`src/playfair_digraph_cipher_macros.svh`:
```
// ----------------------------------------------------------------------------
// Playfair digraph cipher assertion macros
// Shared concurrent assertion forms, clocked on clk and quiet during reset.
// ----------------------------------------------------------------------------
`ifndef PLAYFAIR_DIGRAPH_CIPHER_MACROS_SVH
`define PLAYFAIR_DIGRAPH_CIPHER_MACROS_SVH

// cond must never hold at a clock edge
`define PFC_ASSERT_NEVER(lbl, cond, msg) \
	lbl: assert property (@(posedge clk) disable iff (!arst_n) !(cond)) else $error(msg);

// ante at an edge implies cons at the same edge
`define PFC_ASSERT_IMPL(lbl, ante, cons, msg) \
	lbl: assert property (@(posedge clk) disable iff (!arst_n) (ante) |-> (cons)) \
		else $error(msg);

`endif

```
`src/pfc_pkg.sv`:
```
// ----------------------------------------------------------------------------
// pfc_pkg
// Types, constants and helper functions of the Playfair digraph cipher.
// ----------------------------------------------------------------------------
`default_nettype none

package pfc_pkg;

	localparam int Side      = 5;
	localparam int LetterW   = 5;
	localparam int RcW       = 3;
	localparam int CellCount = Side * Side;
	localparam int SquareW   = CellCount * LetterW;
	localparam int CfgDataW  = 60;
	localparam int CfgIdxW   = 3;
	localparam int CmdDepth  = 4;
	localparam int CmdPtrW   = 2;
	localparam int CmdCntW   = 3;

	typedef logic [LetterW-1:0] letter_t;
	typedef logic [RcW-1:0]     rc_t;
	typedef logic [SquareW-1:0] square_t;

	localparam letter_t LetterI = letter_t'(8);
	localparam letter_t LetterJ = letter_t'(9);
	localparam letter_t LetterQ = letter_t'(16);
	localparam letter_t LetterX = letter_t'(23);
	localparam letter_t PadReset = LetterX;
	localparam rc_t     RcLast  = rc_t'(Side - 1);

	typedef enum logic [CfgIdxW-1:0] {
		CfgMode  = 3'd0,
		CfgPad   = 3'd1,
		CfgLow   = 3'd2,
		CfgMid   = 3'd3,
		CfgFinal = 3'd4
	} cfg_reg_t;

	// one letter pair handed from front to back
	typedef struct packed {
		letter_t letter_a;
		letter_t letter_b;
		logic    run_end;
		logic    msg_done;
	} pair_t;

	typedef struct packed {
		rc_t row;
		rc_t col;
	} pos_t;

	// Cell position of a letter; J maps to I; last match wins; no match is cell 0
	function automatic pos_t locate(input square_t square, input letter_t letter);
		letter_t key;
		pos_t    pos;
		key = (letter == LetterJ) ? LetterI : letter;
		pos = '0;
		for (int r = 0; r < Side; r++) begin
			for (int c = 0; c < Side; c++) begin
				if (square[(r*Side + c)*LetterW +: LetterW] == key) begin
					pos.row = rc_t'(r);
					pos.col = rc_t'(c);
				end
			end
		end
		return pos;
	endfunction

	// Step one place round the square: forward for encrypt, back for decrypt
	function automatic rc_t wrap_step(input rc_t v, input logic dec);
		rc_t res;
		if (dec) begin
			res = (v == '0) ? RcLast : rc_t'(v - rc_t'(1));
		end else begin
			res = (v == RcLast) ? '0 : rc_t'(v + rc_t'(1));
		end
		return res;
	endfunction

	function automatic letter_t cell_pick(input square_t square, input pos_t pos);
		logic [6:0] idx;
		idx = 7'(pos.row) * 7'(Side) + 7'(pos.col);
		return square[idx*LetterW +: LetterW];
	endfunction

endpackage

`default_nettype wire

```
`src/pfc_front.sv`:
```
// ----------------------------------------------------------------------------
// pfc_front
// Takes letters in, forms digraphs and queues one pair command per pair.
// ----------------------------------------------------------------------------
`default_nettype none

module pfc_front import pfc_pkg::*; (
	input  wire logic    clk,
	input  wire logic    arst_n,
	input  wire logic    push,
	output logic         full,
	input  wire letter_t letter,
	input  wire logic    message_end,
	input  wire logic    cipher_mode,
	input  wire letter_t pad_letter,
	output logic         cmd_push,
	output pair_t        cmd_data,
	input  wire logic    cmd_full
);

	logic    held_valid_q;
	letter_t held_letter_q;
	logic    pend_valid_q;
	pair_t   pend_q;

	logic    accept;
	logic    doubled;
	logic    acc_cmd;
	pair_t   acc_pair;
	logic    held_valid_d;
	letter_t held_letter_d;
	logic    pend_valid_d;

	// a pending pad pair blocks new letters until the pair queue takes it
	assign full    = pend_valid_q || cmd_full;
	assign accept  = push && !full;
	assign doubled = !cipher_mode && (letter == held_letter_q);

	always_comb begin
		acc_cmd       = 1'b0;
		acc_pair      = '0;
		held_valid_d  = held_valid_q;
		held_letter_d = held_letter_q;
		pend_valid_d  = 1'b0;
		priority if (!held_valid_q) begin
			if (message_end) begin
				acc_cmd  = 1'b1;
				acc_pair = '{letter_a: letter, letter_b: pad_letter,
					run_end: 1'b1, msg_done: 1'b1};
			end else begin
				held_valid_d  = 1'b1;
				held_letter_d = letter;
			end
		end else if (!doubled) begin
			acc_cmd       = 1'b1;
			acc_pair      = '{letter_a: held_letter_q, letter_b: letter,
				run_end: 1'b1, msg_done: message_end};
			held_valid_d  = 1'b0;
			held_letter_d = '0;
		end else begin
			acc_cmd  = 1'b1;
			acc_pair = '{letter_a: held_letter_q,
				letter_b: (held_letter_q == LetterQ) ? LetterX : LetterQ,
				run_end: !message_end, msg_done: 1'b0};
			if (message_end) begin
				// repeated letter closes the message as a padded pair
				pend_valid_d  = 1'b1;
				held_valid_d  = 1'b0;
				held_letter_d = '0;
			end
		end
	end

	assign cmd_push = (pend_valid_q && !cmd_full) || (accept && acc_cmd);
	assign cmd_data = pend_valid_q ? pend_q : acc_pair;

	always_ff @(posedge clk or negedge arst_n) begin
		if (!arst_n) begin
			held_valid_q  <= 1'b0;
			held_letter_q <= '0;
			pend_valid_q  <= 1'b0;
		end else begin
			if (pend_valid_q && !cmd_full) begin
				pend_valid_q <= 1'b0;
			end
			if (accept) begin
				held_valid_q  <= held_valid_d;
				held_letter_q <= held_letter_d;
				pend_valid_q  <= pend_valid_d;
			end
		end
	end

	always_ff @(posedge clk) begin
		if (accept && pend_valid_d) begin
			pend_q <= '{letter_a: letter, letter_b: pad_letter,
				run_end: 1'b1, msg_done: 1'b1};
		end
	end

endmodule

`default_nettype wire

```
`src/pfc_cmd_fifo.sv`:
```
// ----------------------------------------------------------------------------
// pfc_cmd_fifo
// Short queue of pair commands between the front and the back.
// ----------------------------------------------------------------------------
`default_nettype none

module pfc_cmd_fifo import pfc_pkg::*; (
	input  wire logic  clk,
	input  wire logic  arst_n,
	input  wire logic  wr_en,
	input  wire pair_t wr_data,
	output logic       full,
	input  wire logic  rd_en,
	output pair_t      rd_data,
	output logic       empty,
	output logic [CmdCntW-1:0] count
);

	pair_t              entries_q [CmdDepth];
	logic [CmdPtrW-1:0] wr_ptr_q;
	logic [CmdPtrW-1:0] rd_ptr_q;
	logic [CmdCntW-1:0] count_q;
	logic               do_wr;
	logic               do_rd;

	assign full    = (count_q == CmdCntW'(CmdDepth));
	assign empty   = (count_q == '0);
	assign count   = count_q;
	assign do_wr   = wr_en && !full;
	assign do_rd   = rd_en && !empty;
	assign rd_data = entries_q[rd_ptr_q];

	always_ff @(posedge clk or negedge arst_n) begin
		if (!arst_n) begin
			wr_ptr_q <= '0;
			rd_ptr_q <= '0;
			count_q  <= '0;
		end else begin
			if (do_wr) begin
				wr_ptr_q <= wr_ptr_q + CmdPtrW'(1);
			end
			if (do_rd) begin
				rd_ptr_q <= rd_ptr_q + CmdPtrW'(1);
			end
			if (do_wr && !do_rd) begin
				count_q <= count_q + CmdCntW'(1);
			end else if (do_rd && !do_wr) begin
				count_q <= count_q - CmdCntW'(1);
			end
		end
	end

	always_ff @(posedge clk) begin
		if (do_wr) begin
			entries_q[wr_ptr_q] <= wr_data;
		end
	end

endmodule

`default_nettype wire

```
`src/pfc_back.sv`:
```
// ----------------------------------------------------------------------------
// pfc_back
// Looks pairs up in the key square, applies the pair rules and sends out
// the two letters one at a time.
// ----------------------------------------------------------------------------
`default_nettype none

module pfc_back import pfc_pkg::*; (
	input  wire logic    clk,
	input  wire logic    arst_n,
	input  wire logic    cipher_mode,
	input  wire square_t square,
	input  wire pair_t   cmd_data,
	input  wire logic    cmd_empty,
	output logic         cmd_pop,
	output logic         empty,
	input  wire logic    pop,
	output letter_t      out_letter,
	output logic         run_end,
	output logic         message_done
);

	// stage 1: positions of both letters
	logic valid_s1;
	pos_t pa_s1;
	pos_t pb_s1;
	logic run_end_s1;
	logic done_s1;

	// stage 2: both result letters, sent first then second
	logic    valid_s2;
	logic    phase_s2;
	letter_t la_s2;
	letter_t lb_s2;
	logic    run_end_s2;
	logic    done_s2;

	logic s2_free;
	logic adv_s1;
	logic ready_s1;
	pos_t xa;
	pos_t xb;

	assign s2_free  = !valid_s2 || (pop && phase_s2);
	assign adv_s1   = valid_s1 && s2_free;
	assign ready_s1 = !valid_s1 || adv_s1;
	assign cmd_pop  = !cmd_empty && ready_s1;

	always_comb begin
		priority if (pa_s1.row == pb_s1.row) begin
			// also covers a pair sitting on one cell
			xa = '{row: pa_s1.row, col: wrap_step(pa_s1.col, cipher_mode)};
			xb = '{row: pb_s1.row, col: wrap_step(pb_s1.col, cipher_mode)};
		end else if (pa_s1.col == pb_s1.col) begin
			xa = '{row: wrap_step(pa_s1.row, cipher_mode), col: pa_s1.col};
			xb = '{row: wrap_step(pb_s1.row, cipher_mode), col: pb_s1.col};
		end else begin
			xa = '{row: pa_s1.row, col: pb_s1.col};
			xb = '{row: pb_s1.row, col: pa_s1.col};
		end
	end

	always_ff @(posedge clk or negedge arst_n) begin
		if (!arst_n) begin
			valid_s1 <= 1'b0;
			valid_s2 <= 1'b0;
			phase_s2 <= 1'b0;
		end else begin
			if (ready_s1) begin
				valid_s1 <= cmd_pop;
			end
			if (s2_free) begin
				valid_s2 <= adv_s1;
				phase_s2 <= 1'b0;
			end else if (pop) begin
				phase_s2 <= 1'b1;
			end
		end
	end

	always_ff @(posedge clk) begin
		if (cmd_pop) begin
			pa_s1      <= locate(square, cmd_data.letter_a);
			pb_s1      <= locate(square, cmd_data.letter_b);
			run_end_s1 <= cmd_data.run_end;
			done_s1    <= cmd_data.msg_done;
		end
		if (adv_s1) begin
			la_s2      <= cell_pick(square, xa);
			lb_s2      <= cell_pick(square, xb);
			run_end_s2 <= run_end_s1;
			done_s2    <= done_s1;
		end
	end

	assign empty        = !valid_s2;
	assign out_letter   = phase_s2 ? lb_s2 : la_s2;
	assign run_end      = phase_s2 && run_end_s2;
	assign message_done = phase_s2 && done_s2;

endmodule

`default_nettype wire

```
`src/playfair_digraph_cipher.sv`:
```
// ----------------------------------------------------------------------------
// playfair_digraph_cipher
// Playfair cipher over a 5x5 key square, one letter in, letters out.
// ----------------------------------------------------------------------------
// Usage:
//   Input side is a queue: drive letter and message_end with push; a transfer
//   happens at an edge with push high and full low. Output side is a queue:
//   while empty is low, out_letter/run_end/message_done show the oldest
//   result; pop high at an edge transfers it.
//   Configuration is written through cfg_write/cfg_index/cfg_data while idle:
//   0 mode, 1 pad letter, 2 cells 0-11, 3 cells 12-23, 4 cell 24.
//   The first letter of a pair is shown once the completed pair has passed
//   the pair queue and stages 1 and 2; the second follows on the next pop.
//   Throughput: the back end delivers one letter per cycle while pop is held
//   high; an input that closes a doubled letter at message end makes two
//   pairs and holds full high until the second pair is in the pair queue.
//   A four-entry pair queue sits between front and back, so letters keep
//   being taken while the receiver stalls until that queue fills.
//   Reset clears the held letter, the queues and loads the register
//   defaults (encrypt, pad X, square all A).
// ----------------------------------------------------------------------------
`default_nettype none

`include "playfair_digraph_cipher_macros.svh"

module playfair_digraph_cipher import pfc_pkg::*; (
	input  wire logic                clk,
	input  wire logic                arst_n,
	input  wire logic                push,
	output logic                     full,
	input  wire letter_t             letter,
	input  wire logic                message_end,
	output logic                     empty,
	input  wire logic                pop,
	output letter_t                  out_letter,
	output logic                     run_end,
	output logic                     message_done,
	input  wire logic                cfg_write,
	input  wire logic [CfgIdxW-1:0]  cfg_index,
	input  wire logic [CfgDataW-1:0] cfg_data
);

	logic                cipher_mode_q;
	letter_t             pad_letter_q;
	logic [CfgDataW-1:0] cells_low_q;
	logic [CfgDataW-1:0] cells_mid_q;
	letter_t             cell_final_q;
	square_t             square;

	logic               cmd_push;
	pair_t              cmd_wdata;
	logic               cmd_full;
	logic               cmd_pop;
	pair_t              cmd_rdata;
	logic               cmd_empty;
	logic [CmdCntW-1:0] cmd_count;

	// register file; cell k sits at bits 5k of the packed square
	always_ff @(posedge clk or negedge arst_n) begin
		if (!arst_n) begin
			cipher_mode_q <= 1'b0;
			pad_letter_q  <= PadReset;
			cells_low_q   <= '0;
			cells_mid_q   <= '0;
			cell_final_q  <= '0;
		end else if (cfg_write) begin
			unique case (cfg_reg_t'(cfg_index))
				CfgMode:  cipher_mode_q <= cfg_data[0];
				CfgPad:   pad_letter_q  <= cfg_data[LetterW-1:0];
				CfgLow:   cells_low_q   <= cfg_data;
				CfgMid:   cells_mid_q   <= cfg_data;
				CfgFinal: cell_final_q  <= cfg_data[LetterW-1:0];
				default:  ;
			endcase
		end
	end

	assign square = {cell_final_q, cells_mid_q, cells_low_q};

	// front: digraph forming, filler and pad insertion
	pfc_front u_front (
		.clk        (clk),
		.arst_n     (arst_n),
		.push       (push),
		.full       (full),
		.letter     (letter),
		.message_end(message_end),
		.cipher_mode(cipher_mode_q),
		.pad_letter (pad_letter_q),
		.cmd_push   (cmd_push),
		.cmd_data   (cmd_wdata),
		.cmd_full   (cmd_full)
	);

	pfc_cmd_fifo u_cmd_fifo (
		.clk    (clk),
		.arst_n (arst_n),
		.wr_en  (cmd_push),
		.wr_data(cmd_wdata),
		.full   (cmd_full),
		.rd_en  (cmd_pop),
		.rd_data(cmd_rdata),
		.empty  (cmd_empty),
		.count  (cmd_count)
	);

	// back: square lookup, pair rules, letter-serial output
	pfc_back u_back (
		.clk         (clk),
		.arst_n      (arst_n),
		.cipher_mode (cipher_mode_q),
		.square      (square),
		.cmd_data    (cmd_rdata),
		.cmd_empty   (cmd_empty),
		.cmd_pop     (cmd_pop),
		.empty       (empty),
		.pop         (pop),
		.out_letter  (out_letter),
		.run_end     (run_end),
		.message_done(message_done)
	);

	`PFC_ASSERT_NEVER(a_done_without_end, !empty && message_done && !run_end, "done without end")
	`PFC_ASSERT_NEVER(a_cmd_overflow, cmd_count > CmdCntW'(CmdDepth), "pair queue past depth")
	`PFC_ASSERT_IMPL(a_push_into_full, cmd_push, !cmd_full, "pair pushed into full queue")

endmodule

`default_nettype wire
```
`config.mk`:
```
export PLATFORM = sky130hd
export DESIGN_NAME = playfair_digraph_cipher
export DESIGN_NICKNAME = d
export VERILOG_FILES = /design/src/pfc_pkg.sv /design/src/pfc_front.sv /design/src/pfc_cmd_fifo.sv /design/src/pfc_back.sv /design/src/playfair_digraph_cipher.sv
export VERILOG_INCLUDE_DIRS = /design/src /design/src/src
export SDC_FILE = /design/constraint.sdc
export NUM_CORES = 1
export LEC_CHECK = 0
export ABC_CLOCK_PERIOD_IN_PS = 7800
export BUFFER_PORTS_ARGS = -buffer_cell sky130_fd_sc_hd__clkbuf_2
export CAP_MARGIN = 5
export CORE_ASPECT_RATIO = 1.2
export CORE_UTILIZATION = 25
export CTS_BUF_LIST = sky130_fd_sc_hd__clkbuf_4 sky130_fd_sc_hd__clkbuf_8 sky130_fd_sc_hd__clkbuf_16
export DETAILED_ROUTE_END_ITERATION = 6
export SETUP_SLACK_MARGIN = 0.1
export SKIP_CTS_REPAIR_TIMING = 1
export SLEW_MARGIN = 20
export SYNTH_ARGS = -nofsm -noshare
export SYNTH_HDL_FRONTEND = slang
export SYNTH_SLANG_ARGS = --single-unit
export TNS_END_PERCENT = 30
```
`constraint.sdc`:
```
create_clock -name clk -period 7.8 [get_ports clk]
set_input_delay 1.56 -clock clk [delete_from_list [all_inputs] [get_ports clk]]
set_output_delay 1.56 -clock clk [all_outputs]
set_load 0.02 [all_outputs]
```
==> impl_metrics.tcl <==
set metrics [dict create \
    cp_data_required_time_ns 8.18 \
    crit_path_start "u_back.pb_s1[4]$_SDFFCE_PP0P_" \
    overflow 0 \
    synth_ff_type "dfrtp_1" \
    synth_edf_count 84 \
    die_x_um 229 \
    cts.path.max_buffers 3 \
    grt_use_met2_pct 26.9 \
    placed_area_um2 16700 \
    cts.sinks 232 \
    met3_usage_pct 1.83 \
    fmax_ghz 0.205 \
    gp_congestion 0.963 \
    vias_per_cell 5.04 \
    fin_area_um2 17600 \
    critical_path_class "flop to flop" \
    arrival_ns 5.26 \
    wl_um 47800 \
    grt_pass1_wl_um 72800 \
    r2r_slack_ns 2.92 \
    finClkSkew_ns 0.0270 \
    rr_worst_depth 15 \
    async_flop_share_pct 63.8 \
    r2r_start "u_back.pb_s1[4]$_SDFFCE_PP0P_" \
    drive_gt1_share_pct 28.7 \
    synth_warnings 0 \
    grt_antenna_before_repair 1 \
    first_pass_iters 5 \
    rows 99 \
    critPathTopFamily "simple AND/OR/NAND/NOR gates" \
    slew_headroom_pct 26.1 \
    core_um2 61100 \
    slew_violations 0 \
    min_period_over_period_pct 62.6 \
    initial_core_util_pct 25.4 \
    worstSetupPathDepth 15 \
    rsz0062_at_grt "no" \
    die_height_um 275 \
    cp_max_fo 13 \
    synthCells 1314 \
    endpoint_kind "flop" \
    wl_per_cell_um 21.8 \
    port_buffers 82 \
    drv_cap 0 \
    setup_violations 0 \
    diodes 0 \
    worstHoldStart "u_back.run_end_s1$_DFFE_PP_" \
    clkSlewWorstSetupHoldPaths_ns 0.06 \
    cts_buffers 25 \
    worstPathCellList "xor2_1, nor3_2, nor4_1, buf_4, nand3_1, o21ai_0, nand2_1, o221ai_1, ha_1, ha_1, inv_1, fa_1, nor4b_1, a21oi_1, a211oi_1" \
    ys_seq_area_share_pct 40.2 \
    final_common_cell "xnor2_1" \
    drtAntennaViolNets 0 \
    critPathMaxStageDelay_ns 0.86 \
    die_area_um2 63100 \
    nNetsFinal 1478 \
    crit_path_start_kind "flop" \
    min_period_ns 4.88 \
    hold_viol 0 \
    cp-endpoint "u_back.lb_s2[3]$_DFFE_PP_" \
    hold_class "flop to flop" \
    gr-max-usage-layer "met2" \
    dpl.hpwl_um 36300 \
    synth_nets 1430 \
    critPathBufInv 2 \
    cts_tree "yes" \
    drt_iter0_markers 728 \
    use_met1_pct 18.3 \
    root_buffer "clkbuf_16" \
    drc 0 \
    fin_setup_tns_ns 0 \
    clk_latency_ns 0.57 \
    ys_seq_elements 232 \
    h-tree-depth 1 \
    worstMarginPinSlew_ns 1.10 \
    vias 11034 \
    grt_max_degree 87 \
    avgSynthCellArea_um2 11.8 \
    grt_pass1_vias 11230 \
    area_growth_pct 13.4 \
    layout_common_cells "148 x xnor2_1, 144 x dfrtp_1, 139 x mux2_2" \
    ioPinCount 83 \
    cp_common_cell "ha_1" \
    netlist-cell-type-count 70 \
    status "finished clean" \
    crit_slowest_cell "fa_1" \
    netlist_area_um2 15500 \
    r2r_end "u_back.lb_s2[3]$_DFFE_PP_" \
    grt_use_total_pct 15.1 \
]
-- flip-flops by register name, summed over array words and instances, names as in the netlist, 2 cells and up --
| signal | flops |
|---|---|
| cells_low_q | 60 |
| cells_mid_q | 60 |
| u_cmd_fifo.entries_q | 48 |
| u_front.pend_q | 10 |
| u_back.pa_s1 | 6 |
| u_back.pb_s1 | 6 |
| cell_final_q | 5 |
| pad_letter_q | 5 |
| u_back.la_s2 | 5 |
| u_back.lb_s2 | 5 |
| u_front.held_letter_q | 5 |
| u_cmd_fifo.count | 3 |
| u_cmd_fifo.rd_ptr_q | 2 |
| u_cmd_fifo.wr_ptr_q | 2 |
-- logic make-up (layout without fill, tap and decap cells) --
| group | after synthesis | after routing | synth area share, % |
|---|---|---|---|
| buf+inv | 112 | 179 | 3.26 |
| fa+ha+maj | 42 | 42 | 3.53 |
| simple gates | 277 | 277 | 9.50 |
| mux | 243 | 243 | 23.3 |
| compound gates | 179 | 179 | 7.32 |
| xor+xnor | 229 | 229 | 13.0 |
| flops | 232 | 232 | 40.2 |
-- layout make-up --
type	count	area, um^2
Clock buffer	36	738
Clock inverter	10	101
Fill cell	6164	43500
Timing Repair Buffer	101	559
Inverter	32	120
Tap cell	808	1010
Sequential cell	232	6230
Multi-Input combinational cell	970	8830
-- cells in the mapped netlist (all sizes together) (4+ instances only) --
| cell type | number | share of area [%] |
|---|---|---|
| a211oi | 13 | 0.66 |
| a21boi | 12 | 0.58 |
| a21o | 18 | 0.87 |
| a21oi | 52 | 1.7 |
| a22oi | 6 | 0.29 |
| a31oi | 6 | 0.24 |
| and2 | 7 | 0.28 |
| and3 | 6 | 0.24 |
| buf | 42 | 1.6 |
| clkbuf | 38 | 0.92 |
| dfrtp | 144 | 23 |
| dfstp | 4 | 0.68 |
| edfxtp | 84 | 16 |
| ha | 39 | 3.1 |
| inv | 32 | 0.77 |
| mux2 | 139 | 10 |
| mux2i | 24 | 1.5 |
| mux4 | 80 | 12 |
| nand2 | 39 | 0.98 |
| nand2b | 7 | 0.28 |
| nand3 | 26 | 0.87 |
| nand4 | 32 | 1.3 |
| nor2 | 60 | 1.5 |
| nor2b | 10 | 0.40 |
| nor3 | 37 | 1.2 |
| nor3b | 6 | 0.29 |
| nor4 | 23 | 0.97 |
| nor4b | 4 | 0.27 |
| o211ai | 6 | 0.29 |
| o21ai | 44 | 1.4 |
| or2 | 4 | 0.16 |
| or3 | 8 | 0.32 |
| xnor2 | 148 | 8.4 |
| xor2 | 81 | 4.6 |
-- per-layer routing --
metal  up-vias  routed length, um
met1      5622              19300
met4         2               2090
met2       348              24200
met5         -                 13
met3        92               2300
li1       4970                  -
-- worst register-to-register path, stage by stage, from the launching register on --
cell and delay [ns]:
edfxtp_1 0.43, xor2_1 0.20, nor3_2 0.55, nor4_1 0.14, buf_4 0.21, nand3_1 0.08, o21ai_0 0.08, nand2_1 0.07
o221ai_1 0.16, ha_1 0.33, ha_1 0.30, inv_1 0.06, fa_1 0.86, nor4b_1 0.79, a21oi_1 0.17, a211oi_1 0.28
-- worst min path at each step --
stage | to | slack, ns | cells after the start
finish | u_back.run_end_s2$_DFFE_PP_ | 0.42 | 0
global route | u_back.done_s2$_DFFE_PP_ | 0.44 | 0
CTS | u_back.done_s2$_DFFE_PP_ | 0.43 | 0
detailed placement | u_back.done_s2$_DFFE_PP_ | 0.41 | 0
global placement | u_back.done_s2$_DFFE_PP_ | 0.41 | 0
floorplan | u_back.done_s2$_DFFE_PP_ | 0.40 | 0
-- per-stage QoR --
| stage | setup WS (ns) | util, % | hold WS (ns) | std cells |
|---|---|---|---|---|
| finish | 2.92 | 28.8 | 0.423 | 2189 |
| global route | 2.48 | 28.8 | 0.442 | 2189 |
| CTS | 2.63 | 28.8 | 0.425 | 2189 |
| detailed placement | 2.67 | 27.4 | 0.411 | 2143 |
| global placement | 2.77 | 27.4 | 0.408 | 2143 |
| floorplan | 3.56 | - | 0.400 | 1314 |
Power is not shown: default switching activity piles up to over one toggle a cycle in this logic, so the estimate is an artifact.
